**config.mk**
```make
export PLATFORM = sky130hd
export DESIGN_NAME = linear_probe_hash_table_unit
export DESIGN_NICKNAME = d
export VERILOG_FILES = /design/src/rtl/lpht_pkg.sv /design/src/rtl/linear_probe_hash_table_unit.sv /design/src/rtl/lpht_ram.sv /design/src/rtl/lpht_dp.sv /design/src/rtl/lpht_ctrl.sv
export SDC_FILE = /design/constraint.sdc
export NUM_CORES = 2
export LEC_CHECK = 0
export BUFFER_PORTS_ARGS = -buffer_cell sky130_fd_sc_hd__buf_4
export CORE_MARGIN = 2
export CORE_UTILIZATION = 40
export CTS_BUF_LIST = sky130_fd_sc_hd__clkbuf_8 sky130_fd_sc_hd__clkbuf_16
export CTS_CLUSTER_DIAMETER = 40
export DETAILED_ROUTE_END_ITERATION = 8
export SLEW_MARGIN = 10
export SYNTH_ARGS = -nofsm -noshare
export SYNTH_HDL_FRONTEND = slang
export SYNTH_HIERARCHICAL = 1
export SYNTH_SLANG_ARGS = --single-unit
```
**constraint.sdc**
```tcl
create_clock -name clk -period 19.3 [get_ports clk]
set_input_delay 0.965 -clock clk [delete_from_list [all_inputs] [get_ports clk]]
set_output_delay 0.965 -clock clk [all_outputs]
set_load 0.1 [all_outputs]
```
**src/rtl/lpht_pkg.sv**
```systemverilog
// shared types, sizes and helpers for the linear probing hash table
// no dependencies; used by every module of the block but lpht_ram
package lpht_pkg;

  localparam int TABLE_SIZE  = 29;
  localparam int KEY_BYTES   = 8;
  localparam int KEY_W       = 64;
  localparam int VAL_W       = 64;
  localparam int SLOT_W      = 5;
  localparam int CMP_W       = 5;
  localparam int KEY_STORE_W = 8 * KEY_BYTES;
  localparam int ENTRY_W     = KEY_STORE_W + VAL_W;
  localparam int IDX_W       = $clog2(TABLE_SIZE);
  localparam int CNT_W       = $clog2(TABLE_SIZE + 1);
  localparam int SUM_W       = $clog2(KEY_BYTES * 255 + 1);
  localparam int MOD_W       = (SUM_W > CNT_W) ? SUM_W : CNT_W;
  // floor reciprocal, quotient estimate is at most one low
  localparam int RECIP_SHIFT = SUM_W + 9;
  localparam int RECIP       = (2 ** RECIP_SHIFT) / TABLE_SIZE;
  localparam int PROD_W      = SUM_W + RECIP_SHIFT;

  typedef enum logic [1:0] {
    OP_INSERT         = 2'd0,
    OP_INSERT_REPLACE = 2'd1,
    OP_FIND           = 2'd2,
    OP_DELETE         = 2'd3
  } op_t;

  typedef enum logic [2:0] {
    ST_OK      = 3'd0,
    ST_FULL    = 3'd1,
    ST_MISSING = 3'd2,
    ST_DUP     = 3'd3,
    ST_ZERO    = 3'd4
  } status_t;

  typedef enum logic [1:0] {
    SLOT_NONE = 2'd0,
    SLOT_HOME = 2'd1,
    SLOT_PTR  = 2'd2,
    SLOT_RD   = 2'd3
  } slot_sel_t;

  typedef struct packed {
    op_t              operation;
    logic [KEY_W-1:0] key;
    logic [VAL_W-1:0] value;
  } req_t;

  typedef struct packed {
    status_t           status;
    logic [SLOT_W-1:0] slot_index;
    logic [CMP_W-1:0]  comparisons;
    logic [VAL_W-1:0]  found_value;
  } rsp_t;

  typedef struct packed {
    logic      in_load;
    logic      hash_occ;
    logic      home_load;
    logic      ptr_init;
    logic      ptr_next;
    logic      ram_re;
    logic      ram_we;
    logic      addr_ptr;
    logic      wdata_pend;
    logic      used_set;
    logic      used_clr;
    logic      pend_in;
    logic      pend_ram;
    logic      res_load;
    status_t   res_status;
    slot_sel_t res_slot;
    logic      res_cnt;
    logic      res_fval;
    logic      out_load;
  } cmd_t;

  typedef struct packed {
    op_t  op;
    logic key_zero;
    logic home_used;
    logic key_match;
    logic rd_match;
    logic rd_last;
    logic occ_home_eq;
    logic cur_free;
    logic cur_last;
  } sts_t;

  function automatic logic [SUM_W-1:0] sum_bytes(input logic [KEY_STORE_W-1:0] k);
    logic [SUM_W-1:0] s;
    s = '0;
    for (int b = 0; b < KEY_BYTES; b++) begin
      s = s + SUM_W'(k[8*b +: 8]);
    end
    return s;
  endfunction

endpackage

```
**src/rtl/linear_probe_hash_table_unit.sv**
```systemverilog
// Key/value hash table with linear probing, 29 slots, 8-byte keys.
// Channels: req (operation, key, value) and rsp (status, slot_index,
// comparisons, found_value), each a valid/ready beat; one rsp beat per
// req beat, in order.
// A zero key is answered from the key check without hashing; an insert whose
// home slot is free is written there once hashing is done; find and delete
// scan after hashing (one slot read per cycle from the single port table ram),
// and an insert that swaps out the home occupant rehashes it and may probe the
// whole table (one occupancy bit checked per cycle).
// One item is in flight at a time; req_ready returns in the same cycle the
// result shows up in the output register.
// The output register holds a finished beat while the receiver stalls; the
// next request is still taken and worked on, and its result waits until the
// output register frees up.
// Reset (rst, synchronous) marks every slot free and drops any beat in
// flight; no clearing pass is needed.
// Depends on lpht_pkg, lpht_ctrl, lpht_dp and lpht_ram.
module linear_probe_hash_table_unit (
  input  logic           clk,
  input  logic           rst,
  input  logic           req_valid,
  output logic           req_ready,
  input  lpht_pkg::req_t req,
  output logic           rsp_valid,
  input  logic           rsp_ready,
  output lpht_pkg::rsp_t rsp
);

  lpht_pkg::cmd_t cmd;
  lpht_pkg::sts_t sts;

  lpht_ctrl u_ctrl (
    .clk       (clk),
    .rst       (rst),
    .req_valid (req_valid),
    .req_ready (req_ready),
    .rsp_valid (rsp_valid),
    .rsp_ready (rsp_ready),
    .sts       (sts),
    .cmd       (cmd)
  );

  lpht_dp u_dp (
    .clk (clk),
    .rst (rst),
    .req (req),
    .cmd (cmd),
    .sts (sts),
    .rsp (rsp)
  );

endmodule

```
**src/rtl/lpht_ram.sv**
```systemverilog
// generic single port ram with registered read
// no dependencies
module lpht_ram #(
  parameter int WIDTH = 8,
  parameter int DEPTH = 16
) (
  input  logic                     clk,
  input  logic                     we,
  input  logic                     re,
  input  logic [$clog2(DEPTH)-1:0] addr,
  input  logic [WIDTH-1:0]         wdata,
  output logic [WIDTH-1:0]         rdata
);

  logic [WIDTH-1:0] mem [DEPTH];

  always_ff @(posedge clk) begin
    if (we) begin
      mem[addr] <= wdata;
    end
    if (re) begin
      rdata <= mem[addr];
    end
  end

endmodule

```
**src/rtl/lpht_dp.sv**
```systemverilog
// datapath: key hashing, probe pointer, slot table, occupancy bits, result registers
// depends on lpht_pkg and lpht_ram
module lpht_dp (
  input  logic           clk,
  input  logic           rst,
  input  lpht_pkg::req_t req,
  input  lpht_pkg::cmd_t cmd,
  output lpht_pkg::sts_t sts,
  output lpht_pkg::rsp_t rsp
);

  lpht_pkg::op_t                     op_r;
  logic [lpht_pkg::KEY_STORE_W-1:0]  key_r;
  logic [lpht_pkg::VAL_W-1:0]        val_r;
  logic [lpht_pkg::KEY_STORE_W-1:0]  pend_key;
  logic [lpht_pkg::VAL_W-1:0]        pend_val;
  logic [lpht_pkg::SUM_W-1:0]        sum_r;
  logic [lpht_pkg::SUM_W-1:0]        sum_d;
  logic [lpht_pkg::SUM_W-1:0]        q_r;
  logic [lpht_pkg::IDX_W-1:0]        hash_r;
  logic [lpht_pkg::IDX_W-1:0]        home;
  logic [lpht_pkg::IDX_W-1:0]        ptr;
  logic [lpht_pkg::CNT_W-1:0]        cnt;
  logic [lpht_pkg::IDX_W-1:0]        rd_idx;
  logic [lpht_pkg::CNT_W-1:0]        rd_cnt;
  logic                              rd_used;
  logic [lpht_pkg::TABLE_SIZE-1:0]   used;
  lpht_pkg::rsp_t                    res;
  lpht_pkg::rsp_t                    out;

  logic [lpht_pkg::KEY_STORE_W-1:0]  hash_src;
  logic [lpht_pkg::PROD_W-1:0]       prod;
  logic [lpht_pkg::MOD_W-1:0]        rem;
  logic [lpht_pkg::MOD_W-1:0]        rem_fix;
  logic [lpht_pkg::IDX_W-1:0]        ram_addr;
  logic [lpht_pkg::ENTRY_W-1:0]      ram_wdata;
  logic [lpht_pkg::ENTRY_W-1:0]      ram_rdata;
  logic [lpht_pkg::KEY_STORE_W-1:0]  ram_key;
  logic [lpht_pkg::VAL_W-1:0]        ram_val;
  logic [lpht_pkg::IDX_W-1:0]        res_idx;

  assign ram_addr  = cmd.addr_ptr ? ptr : home;
  assign ram_wdata = cmd.wdata_pend ? {pend_key, pend_val} : {key_r, val_r};
  assign ram_key   = ram_rdata[lpht_pkg::ENTRY_W-1 -: lpht_pkg::KEY_STORE_W];
  assign ram_val   = ram_rdata[lpht_pkg::VAL_W-1:0];

  lpht_ram #(
    .WIDTH (lpht_pkg::ENTRY_W),
    .DEPTH (lpht_pkg::TABLE_SIZE)
  ) u_ram (
    .clk   (clk),
    .we    (cmd.ram_we),
    .re    (cmd.ram_re),
    .addr  (ram_addr),
    .wdata (ram_wdata),
    .rdata (ram_rdata)
  );

  // home slot: byte sum, reciprocal quotient, remainder with one correction
  assign hash_src = cmd.hash_occ ? pend_key : key_r;
  assign prod     = lpht_pkg::PROD_W'(sum_r) * lpht_pkg::PROD_W'(lpht_pkg::RECIP);
  assign rem      = lpht_pkg::MOD_W'(sum_d)
                  - lpht_pkg::MOD_W'(q_r) * lpht_pkg::MOD_W'(lpht_pkg::TABLE_SIZE);
  assign rem_fix  = (rem >= lpht_pkg::MOD_W'(lpht_pkg::TABLE_SIZE))
                  ? rem - lpht_pkg::MOD_W'(lpht_pkg::TABLE_SIZE) : rem;

  always_ff @(posedge clk) begin
    sum_r  <= lpht_pkg::sum_bytes(hash_src);
    sum_d  <= sum_r;
    q_r    <= prod[lpht_pkg::PROD_W-1:lpht_pkg::RECIP_SHIFT];
    hash_r <= lpht_pkg::IDX_W'(rem_fix);
  end

  always_ff @(posedge clk) begin
    if (cmd.in_load) begin
      op_r  <= req.operation;
      key_r <= req.key[lpht_pkg::KEY_STORE_W-1:0];
      val_r <= req.value;
    end
    if (cmd.home_load) begin
      home <= hash_r;
    end
    if (cmd.ptr_init) begin
      ptr <= home;
      cnt <= '0;
    end else if (cmd.ptr_next) begin
      ptr <= (ptr == lpht_pkg::IDX_W'(lpht_pkg::TABLE_SIZE - 1)) ? '0 : ptr + 1'b1;
      cnt <= cnt + 1'b1;
    end
    if (cmd.ram_re) begin
      rd_idx  <= ram_addr;
      rd_cnt  <= cnt + 1'b1;
      rd_used <= used[ram_addr];
    end
    if (cmd.pend_in) begin
      pend_key <= key_r;
      pend_val <= val_r;
    end else if (cmd.pend_ram) begin
      pend_key <= ram_key;
      pend_val <= ram_val;
    end
  end

  always_ff @(posedge clk) begin
    if (rst) begin
      used <= '0;
    end else begin
      if (cmd.used_set) begin
        used[ram_addr] <= 1'b1;
      end
      if (cmd.used_clr) begin
        used[rd_idx] <= 1'b0;
      end
    end
  end

  always_comb begin
    case (cmd.res_slot)
      lpht_pkg::SLOT_HOME: res_idx = home;
      lpht_pkg::SLOT_PTR:  res_idx = ptr;
      lpht_pkg::SLOT_RD:   res_idx = rd_idx;
      default:             res_idx = '0;
    endcase
  end

  always_ff @(posedge clk) begin
    if (cmd.res_load) begin
      res.status      <= cmd.res_status;
      res.slot_index  <= lpht_pkg::SLOT_W'(res_idx);
      res.comparisons <= cmd.res_cnt ? lpht_pkg::CMP_W'(rd_cnt) : '0;
      res.found_value <= cmd.res_fval ? ram_val : '0;
    end
    if (cmd.out_load) begin
      out <= res;
    end
  end

  assign rsp = out;

  assign sts.op          = op_r;
  assign sts.key_zero    = (key_r == '0);
  assign sts.home_used   = used[home];
  assign sts.key_match   = (ram_key == key_r);
  assign sts.rd_match    = rd_used && (ram_key == key_r);
  assign sts.rd_last     = (rd_cnt == lpht_pkg::CNT_W'(lpht_pkg::TABLE_SIZE));
  assign sts.occ_home_eq = (hash_r == home);
  assign sts.cur_free    = !used[ptr];
  assign sts.cur_last    = (cnt == lpht_pkg::CNT_W'(lpht_pkg::TABLE_SIZE - 1));

  // a table write lands on a slot that is occupied or becomes so now
  a_write_occupied: assert property (@(posedge clk) disable iff (rst)
    cmd.ram_we |-> (cmd.used_set || used[ram_addr]))
    else $error("table write to a free slot without marking it used");

endmodule

```
**src/rtl/lpht_ctrl.sv**
```systemverilog
// controller state machine: sequences hashing, probing and scans, owns both handshakes
// depends on lpht_pkg
module lpht_ctrl (
  input  logic           clk,
  input  logic           rst,
  input  logic           req_valid,
  output logic           req_ready,
  output logic           rsp_valid,
  input  logic           rsp_ready,
  input  lpht_pkg::sts_t sts,
  output lpht_pkg::cmd_t cmd
);

  typedef enum logic [15:0] {
    S_IDLE        = 16'h0001,
    S_CHECK       = 16'h0002,
    S_H1          = 16'h0004,
    S_H2          = 16'h0008,
    S_H3          = 16'h0010,
    S_DISPATCH    = 16'h0020,
    S_INS_CHK     = 16'h0040,
    S_O1          = 16'h0080,
    S_O2          = 16'h0100,
    S_O3          = 16'h0200,
    S_O4          = 16'h0400,
    S_PROBE_START = 16'h0800,
    S_PROBE       = 16'h1000,
    S_SCAN_START  = 16'h2000,
    S_SCAN        = 16'h4000,
    S_DONE        = 16'h8000
  } state_t;

  state_t state;
  state_t state_next;
  logic   evicted;
  logic   out_valid;
  logic   is_insert;

  assign req_ready = (state == S_IDLE);
  assign rsp_valid = out_valid;
  assign is_insert = (sts.op == lpht_pkg::OP_INSERT) ||
                     (sts.op == lpht_pkg::OP_INSERT_REPLACE);

  always_comb begin
    cmd            = '0;
    cmd.res_status = lpht_pkg::ST_OK;
    cmd.res_slot   = lpht_pkg::SLOT_NONE;
    cmd.hash_occ   = (state == S_O1);
    state_next     = state;
    case (state)
      S_IDLE: begin
        if (req_valid) begin
          cmd.in_load = 1'b1;
          state_next  = S_CHECK;
        end
      end
      S_CHECK: begin
        if (sts.key_zero) begin
          cmd.res_load   = 1'b1;
          cmd.res_status = lpht_pkg::ST_ZERO;
          state_next     = S_DONE;
        end else begin
          state_next = S_H1;
        end
      end
      S_H1: state_next = S_H2;
      S_H2: state_next = S_H3;
      S_H3: begin
        cmd.home_load = 1'b1;
        state_next    = S_DISPATCH;
      end
      S_DISPATCH: begin
        if (is_insert && !sts.home_used) begin
          cmd.ram_we   = 1'b1;
          cmd.used_set = 1'b1;
          cmd.res_load = 1'b1;
          cmd.res_slot = lpht_pkg::SLOT_HOME;
          state_next   = S_DONE;
        end else if (is_insert) begin
          cmd.ram_re = 1'b1;
          state_next = S_INS_CHK;
        end else begin
          cmd.ptr_init = 1'b1;
          state_next   = S_SCAN_START;
        end
      end
      S_INS_CHK: begin
        // home slot entry is on the ram output now
        if (sts.op == lpht_pkg::OP_INSERT_REPLACE && sts.key_match) begin
          cmd.res_load   = 1'b1;
          cmd.res_status = lpht_pkg::ST_DUP;
          cmd.res_slot   = lpht_pkg::SLOT_HOME;
          state_next     = S_DONE;
        end else if (sts.op == lpht_pkg::OP_INSERT_REPLACE) begin
          cmd.pend_ram = 1'b1;
          state_next   = S_O1;
        end else begin
          cmd.pend_in  = 1'b1;
          cmd.ptr_init = 1'b1;
          state_next   = S_PROBE_START;
        end
      end
      S_O1: state_next = S_O2;
      S_O2: state_next = S_O3;
      S_O3: state_next = S_O4;
      S_O4: begin
        // occupant living away from its home gets swapped out
        if (!sts.occ_home_eq) begin
          cmd.ram_we = 1'b1;
        end else begin
          cmd.pend_in = 1'b1;
        end
        cmd.ptr_init = 1'b1;
        state_next   = S_PROBE_START;
      end
      S_PROBE_START: begin
        cmd.ptr_next = 1'b1;
        state_next   = S_PROBE;
      end
      S_PROBE: begin
        if (sts.cur_free) begin
          cmd.ram_we     = 1'b1;
          cmd.addr_ptr   = 1'b1;
          cmd.wdata_pend = 1'b1;
          cmd.used_set   = 1'b1;
          cmd.res_load   = 1'b1;
          cmd.res_slot   = evicted ? lpht_pkg::SLOT_HOME : lpht_pkg::SLOT_PTR;
          state_next     = S_DONE;
        end else if (sts.cur_last) begin
          cmd.res_load   = 1'b1;
          cmd.res_status = lpht_pkg::ST_FULL;
          cmd.res_slot   = evicted ? lpht_pkg::SLOT_HOME : lpht_pkg::SLOT_NONE;
          state_next     = S_DONE;
        end else begin
          cmd.ptr_next = 1'b1;
        end
      end
      S_SCAN_START: begin
        cmd.ram_re   = 1'b1;
        cmd.addr_ptr = 1'b1;
        cmd.ptr_next = 1'b1;
        state_next   = S_SCAN;
      end
      S_SCAN: begin
        // compare the slot read last cycle while the next read goes out
        if (sts.rd_match) begin
          cmd.res_load = 1'b1;
          cmd.res_slot = lpht_pkg::SLOT_RD;
          cmd.res_cnt  = 1'b1;
          cmd.res_fval = (sts.op == lpht_pkg::OP_FIND);
          cmd.used_clr = (sts.op == lpht_pkg::OP_DELETE);
          state_next   = S_DONE;
        end else if (sts.rd_last) begin
          cmd.res_load   = 1'b1;
          cmd.res_status = lpht_pkg::ST_MISSING;
          cmd.res_cnt    = 1'b1;
          state_next     = S_DONE;
        end else begin
          cmd.ram_re   = 1'b1;
          cmd.addr_ptr = 1'b1;
          cmd.ptr_next = 1'b1;
        end
      end
      S_DONE: begin
        if (!out_valid || rsp_ready) begin
          cmd.out_load = 1'b1;
          state_next   = S_IDLE;
        end
      end
      default: state_next = S_IDLE;
    endcase
  end

  always_ff @(posedge clk) begin
    if (rst) begin
      state     <= S_IDLE;
      evicted   <= 1'b0;
      out_valid <= 1'b0;
    end else begin
      state <= state_next;
      if (cmd.in_load) begin
        evicted <= 1'b0;
      end else if (state == S_O4 && !sts.occ_home_eq) begin
        evicted <= 1'b1;
      end
      if (cmd.out_load) begin
        out_valid <= 1'b1;
      end else if (rsp_ready) begin
        out_valid <= 1'b0;
      end
    end
  end

  a_res_then_done: assert property (@(posedge clk) disable iff (rst)
    cmd.res_load |=> (state == S_DONE))
    else $error("result captured without moving to the output stage");

  a_port_conflict: assert property (@(posedge clk) disable iff (rst)
    cmd.ram_we |-> !cmd.ram_re)
    else $error("ram read and write in the same cycle");

  a_clear_on_hit: assert property (@(posedge clk) disable iff (rst)
    cmd.used_clr |-> (sts.rd_match && sts.op == lpht_pkg::OP_DELETE))
    else $error("slot cleared without a delete hit");

endmodule

```
Word level (Yosys, flattened, before mapping)
Memories as Yosys holds them, arrays and structs flattened. A register that Yosys moved wholly into a read port is not among the register bits.
Index checks and enable logic that the tools add are counted.
{ "totals": {"regBits": 519, "ramBits": 3712, "out_inout_bits": 79, "word_cells": 196, "n_memories": 1} }
{ "classes": {"n_addsub": 11, "multipliers": 2, "order_cmp": 7, "eq_ne": 31, "mux": 95, "n_bitwise": 3, "reduce_logical": 19} }
{ "memory_table": {"columns": ["memory", "words", "word_bits", "rd", "rd_clocked_by_memory_dff", "wr", "line", "text"], "rows": [
  ["u_dp.u_ram.mem", 29, 128, 1, 1, 1, "lpht_ram.sv:15", "logic [WIDTH-1:0] mem [DEPTH];"]
]} }
{ "ops": {"columns": ["op", "count"], "rows": [
  ["$mux W64", 5],
  ["$pmux W16 S16", 1],
  ["$mux W16", 9],
  ["$mux W128", 1],
  ["$mux W29", 3],
  ["$add A11 B8 Y11", 6],
  ["$eq A64 B64 Y1", 1],
  ["$logic_not A64 Y1", 1],
  ["$mux W1", 39],
  ["$and A29 B29 Y29", 1],
  ["$not A29 Y29", 1],
  ["$or A29 B29 Y29", 1],
  ["$mul A11 B16 Y27 const B", 1],
  ["$mux W5", 5],
  ["$lt A5 B6 Y1 const B", 4],
  ["$eq A16 B1 Y1 const B", 1],
  ["$eq A16 B10 Y1 const B", 1],
  ["$eq A16 B11 Y1 const B", 1],
  ["$eq A16 B12 Y1 const B", 1],
  ["$eq A16 B13 Y1 const B", 1],
  ["$eq A16 B14 Y1 const B", 1],
  ["$eq A16 B15 Y1 const B", 1],
  ["$eq A16 B16 Y1 const B", 1],
  ["$eq A16 B2 Y1 const B", 1],
  ["42 further kinds", 80]
]} }

Longest topological paths before layout
{ "logic_depth": {"depth_word": 14, "depth_mapped": 24, "mapped_depth_nobuf": 21} }

Cells and area by module
Netlist, hierarchy kept.
{ "modules_own_cells": {"columns": ["module", "n_inst", "cells_each", "area_each_um2", "seq_area_each_um2"], "rows": [
  ["lpht_ram", 1, 7643, 144149.5, 115310.6],
  ["lpht_dp", 1, 1865, 26708.1, 14363.8],
  ["lpht_ctrl", 1, 155, 1244.9, 360.3]
]} }

Worst setup path before layout
Ideal clock, no wire load.
{ "synth_timing": {"path_type": "flip-flop to flip-flop", "startpoint": "reg u_dp/home[0] (netlist bit)", "endpoint": "reg u_dp/rd_cnt[0] (netlist bit), enable pin", "setup_time_ns": 0.829, "t_arrival_ns": 11.151, "t_required_ns": 18.471, "setup_slack_ns": 7.319, "path_stages_with_launch": 8, "n_path_buf": 2, "period_less_slack_ns": 11.981, "path_cell_list": "edfxtp_1 -> buf_2 -> buf_2 -> mux4_2 -> mux4_2 -> mux2_2 -> nand2_1 -> o21ai_0"} }
{ "synth_rtl": {"columns": ["element", "line", "text"], "rows": [
  ["from (decl)", "lpht_dp.sv:21", "logic [lpht_pkg::IDX_W-1:0] home;"],
  ["from (signal assigned)", "lpht_dp.sv:81", "home <= hash_r;"],
  ["to (signal assigned)", "lpht_dp.sv:92", "rd_cnt <= cnt + 1'b1;"],
  ["to (decl)", "lpht_dp.sv:25", "logic [lpht_pkg::CNT_W-1:0] rd_cnt;"]
]} }

==> flow_summary.json <==
{
  "status": "finished clean",
  "cts_tree": "done",
  "synth-simple-area-share_pct": 3.037,
  "ant_nets": 0,
  "relSlewSlack_pct": 9.222,
  "syn-mean-instance-area_um2": 17.81,
  "ff_latch_area_mm2": 0.1300,
  "finalNonFillerCells": 16260,
  "dpl.cell_count": 15270,
  "die_width_um": 659.9,
  "syn_to_final_growth_pct": 15.51,
  "ir_drop_uv": 279.1,
  "synth_top_family_by_area": "multiplexers",
  "grt-ovfl-total": 0,
  "worst_pin_slew_ps": 1362,
  "fin_crit_ps": 10200,
  "cts_max_path_buffers": 4,
  "wire_per_inst_um": 30.32,
  "critPathArrivalTime_ps": 10870,
  "hold_viol_final": 0,
  "rsz0062_at_grt": "false",
  "multi_input_comb_area_mm2": 0.03951,
  "clockRootBuffer": "clkbuf_16",
  "post_cts_buffers": 0,
  "viasPerCell": 5.766,
  "io_buffers": 212,
  "drcViolationCount": 0,
  "min_period_over_period_pct": 52.83,
  "tns_ps": 0,
  "synth_edf_count": 4273,
  "required_ps": 19980,
  "skew_ps": 50.89,
  "core-area_mm2": 0.4279,
  "synthMuxAreaShare_pct": 12.88,
  "die_h_um": 659.9,
  "maxSlewViolCount": 0,
  "synthAdderAreaFrac_pct": 2.172,
  "dp_hpwl_um": 257300,
  "path_cells": "xor2_1 > nor4_1 > nand4_1 > nor4_4 > and2_1 > nor3_1 > a21o_1 > nand2_1 > nand2_1 > mux2i_1 > inv_8 > buf_4 > buf_4 > buf_12 > buf_12 > buf_4 > mux2i_1 > o22ai_1 > nor4_1 > nand3_1",
  "clk_pin_slew_ps": 60,
  "ys_top_cells_by_area": "edfxtp_1 (75%), mux2i_1 (11%), o22ai_1 (2.8%)",
  "holdBufCountCts": 0,
  "cts_resized": 0,
  "yosysUniqueCellTypes": 83,
  "syn_nets": 10030,
  "io_pins": 213,
  "slowest_delay_ps": 920,
  "fin_nets": 10490,
  "critPathMaxFanout": 137,
  "drt-pass1-iter-count": 6,
  "synth.yosys.seq_area_share_pct": 75.56,
  "yosys.area.top_type": "edfxtp_1",
  "first_iter_violations": 10280,
  "setup_viol": 0,
  "ys_seq_elements": 4359,
  "grt_max_degree": 143,
  "synth_xor_area_share_pct": 0.5496,
  "antenna_found_initial": 41,
  "maxCapViolations": 0,
  "power_leakage_uw": 0.06898,
  "synth_ff_type": "edfxtp_1",
  "start_kind": "flop",
  "cp-end-kind": "flop",
  "grt_pass1_wl_um": 687300,
  "yosys.area.top_type_share_pct": 74.56,
  "ys_warn_count": 6,
  "ys_top_cells_by_count": "edfxtp_1 (4273), mux2i_1 (1824), o22ai_1 (769), nor2_1 (462), mux2_2 (305)",
  "drive_gt1_share_pct": 15.82,
  "fmax_mhz": 98.08,
  "place.gp.congestion": 0.8718,
  "routed_wl_um": 493000,
  "nFillCells": 35830,
  "track_usage_pct": 22.01,
  "synth_compound_area_share_pct": 4.068,
  "synth_area_mm2": 0.1721,
  "async_reset_ff_share_pct": 0,
  "hold_class": "in -> reg",
  "die_area_mm2": 0.4355,
  "cp_common_cell": "buf_4",
  "fp-row-count": 240,
  "cts-buffers-inserted": 544,
  "yosysMostFrequentCell": "edfxtp_1",
  "cts.htree.levels": 6,
  "clock_sinks": 4359,
  "vias": 93760,
  "clk_latency_ps": 1040,
  "critPathSlowestCell": "nor4_4",
  "start_util_pct": 40.22,
  "first_global_vias": 91050,
  "power_density_mw_per_mm2": 134.0,
  "syn_inst": 9663,
  "crit_type": "reg -> reg"
}
-- cell usage in the layout, fill, tap and decap left out, types with 9 or more instances in the layout --
cell        Yosys  final
inv_8           0     21
nand4_1        19     19
nor4_1        167    165
nor3_1         25     23
fa_1          108    108
nand3_1       150    150
clkinv_2        0     72
edfxtp_1     4273   4273
nand2_1        42     42
clkbuf_16       0    551
buf_12          0     22
mux2_2        305    305
inv_16          0      9
clkinv_16       0     11
clkinv_4        0     33
dfxtp_1        86     86
ha_1          126    126
mux2i_1      1824   1824
xor2_1         83     83
diode_2         0     13
nor2_4          0     30
mux4_2         20     20
clkinv_8        0     18
nor2_1        462    432
a211oi_1      162    162
clkinvlp_4      0     45
o21ai_0        26     24
a21oi_1        58     58
clkinv_1        1     72
buf_4           3    386
and2_1         74     73
bufinv_16       0     39
nor3b_1        10      9
inv_6           0     50
xnor2_1        25     25
inv_1         207    265
o22ai_1       769    769
-- sequential cells by signal (all words and copies together) (netlist names), 7 cells and up --
signal and flops:
u_dp/rsp 77, u_dp/used 29, u_dp/pend_key 64, u_dp/sum_d 11, u_dp/res 77, u_ctrl/state 16
u_dp/key_r 64, u_dp/pend_val 64, u_dp/u_ram/rdata 128, u_dp/u_ram/mem 3712, u_dp/sum_r 11, u_dp/val_r 64
u_dp/q_r 7
-- worst max-delay path: cells and delay by family (launching register included) --
kind / cells / cell delay (ps)
compound gates: 2 / 290
simple gates: 9 / 3490
flops: 1 / 490
mux: 2 / 660
buf+inv: 6 / 4120
xor+xnor: 1 / 210
-- path summary, 6_finish.rpt --
| check | start | end | slack [ps] | cells after the start |
|---|---|---|---|---|
| worst max-delay path | u_dp/key_r[58]$_DFFE_PP_ | u_dp/u_ram/rdata[67]$_DFFE_PP_ | 9100 | 20 |
| worst min-delay path | req[3] | u_dp/val_r[3]$_DFFE_PP_ | 100 | 1 |
| worst min register to register | u_dp/res[35]$_SDFFCE_PN0P_ | u_dp/rsp[35]$_DFFE_PP_ | 410 | 0 |
| worst max register to register | u_dp/key_r[58]$_DFFE_PP_ | u_dp/u_ram/rdata[67]$_DFFE_PP_ | 9100 | 20 |
-- cells by family after synthesis --
| kind of cell | Yosys count |
|---|---|
| compound gates | 1078 |
| xor+xnor | 108 |
| fa+ha+maj | 234 |
| buf+inv | 700 |
| flops | 4359 |
| mux | 2151 |
| simple gates | 1033 |
-- metal layers --
layer / up-vias / GRT usage [%] / share of wire (%)
met3: 779 / 3.287 / 8.2
met4: 14 / 5.884 / 2.6
met1: 49100 / 30.91 / 42
met2: 4454 / 35.85 / 48
met5: - / 0 / 0.019
li1: 39420 / - / -
-- final cells by class --
type	count	area share [%]
clock buffer	554	6.957
timing repair buffer	409	1.693
multi-input combinational	4604	19.87
tap	5687	3.579
sequential	4359	65.41
inverter	208	0.4003
clock inverter	428	2.068
antenna	13	0.01636
-- power by group --
part           switching (uW)  internal (uW)  leakage [uW]  total, uW
sequential                137          10900        0.0392      11000
clock                    4090           5840       0.00890       9930
combinational            3560           2140        0.0209       5710
total                    7790          18800        0.0690      26600
-- per-stage QoR --
stage | power (uW) | utilization [%] | hold WS (ps) | cell area (um^2) | setup slack [ps]
after floorplan | 15070 | - | 400.3 | 172100 | 7320
after global placement | 16780 | 42.24 | 400.7 | 180800 | 9354
after detailed placement | 16920 | 42.25 | 404.5 | 180800 | 9254
after CTS | 26880 | 46.44 | 16.44 | 198700 | 9188
after global routing | 27940 | 46.45 | 64.32 | 198800 | 8731
final | 26640 | 46.46 | 95.37 | 198800 | 9104
Note: power is estimated with default switching activity, not from simulation.
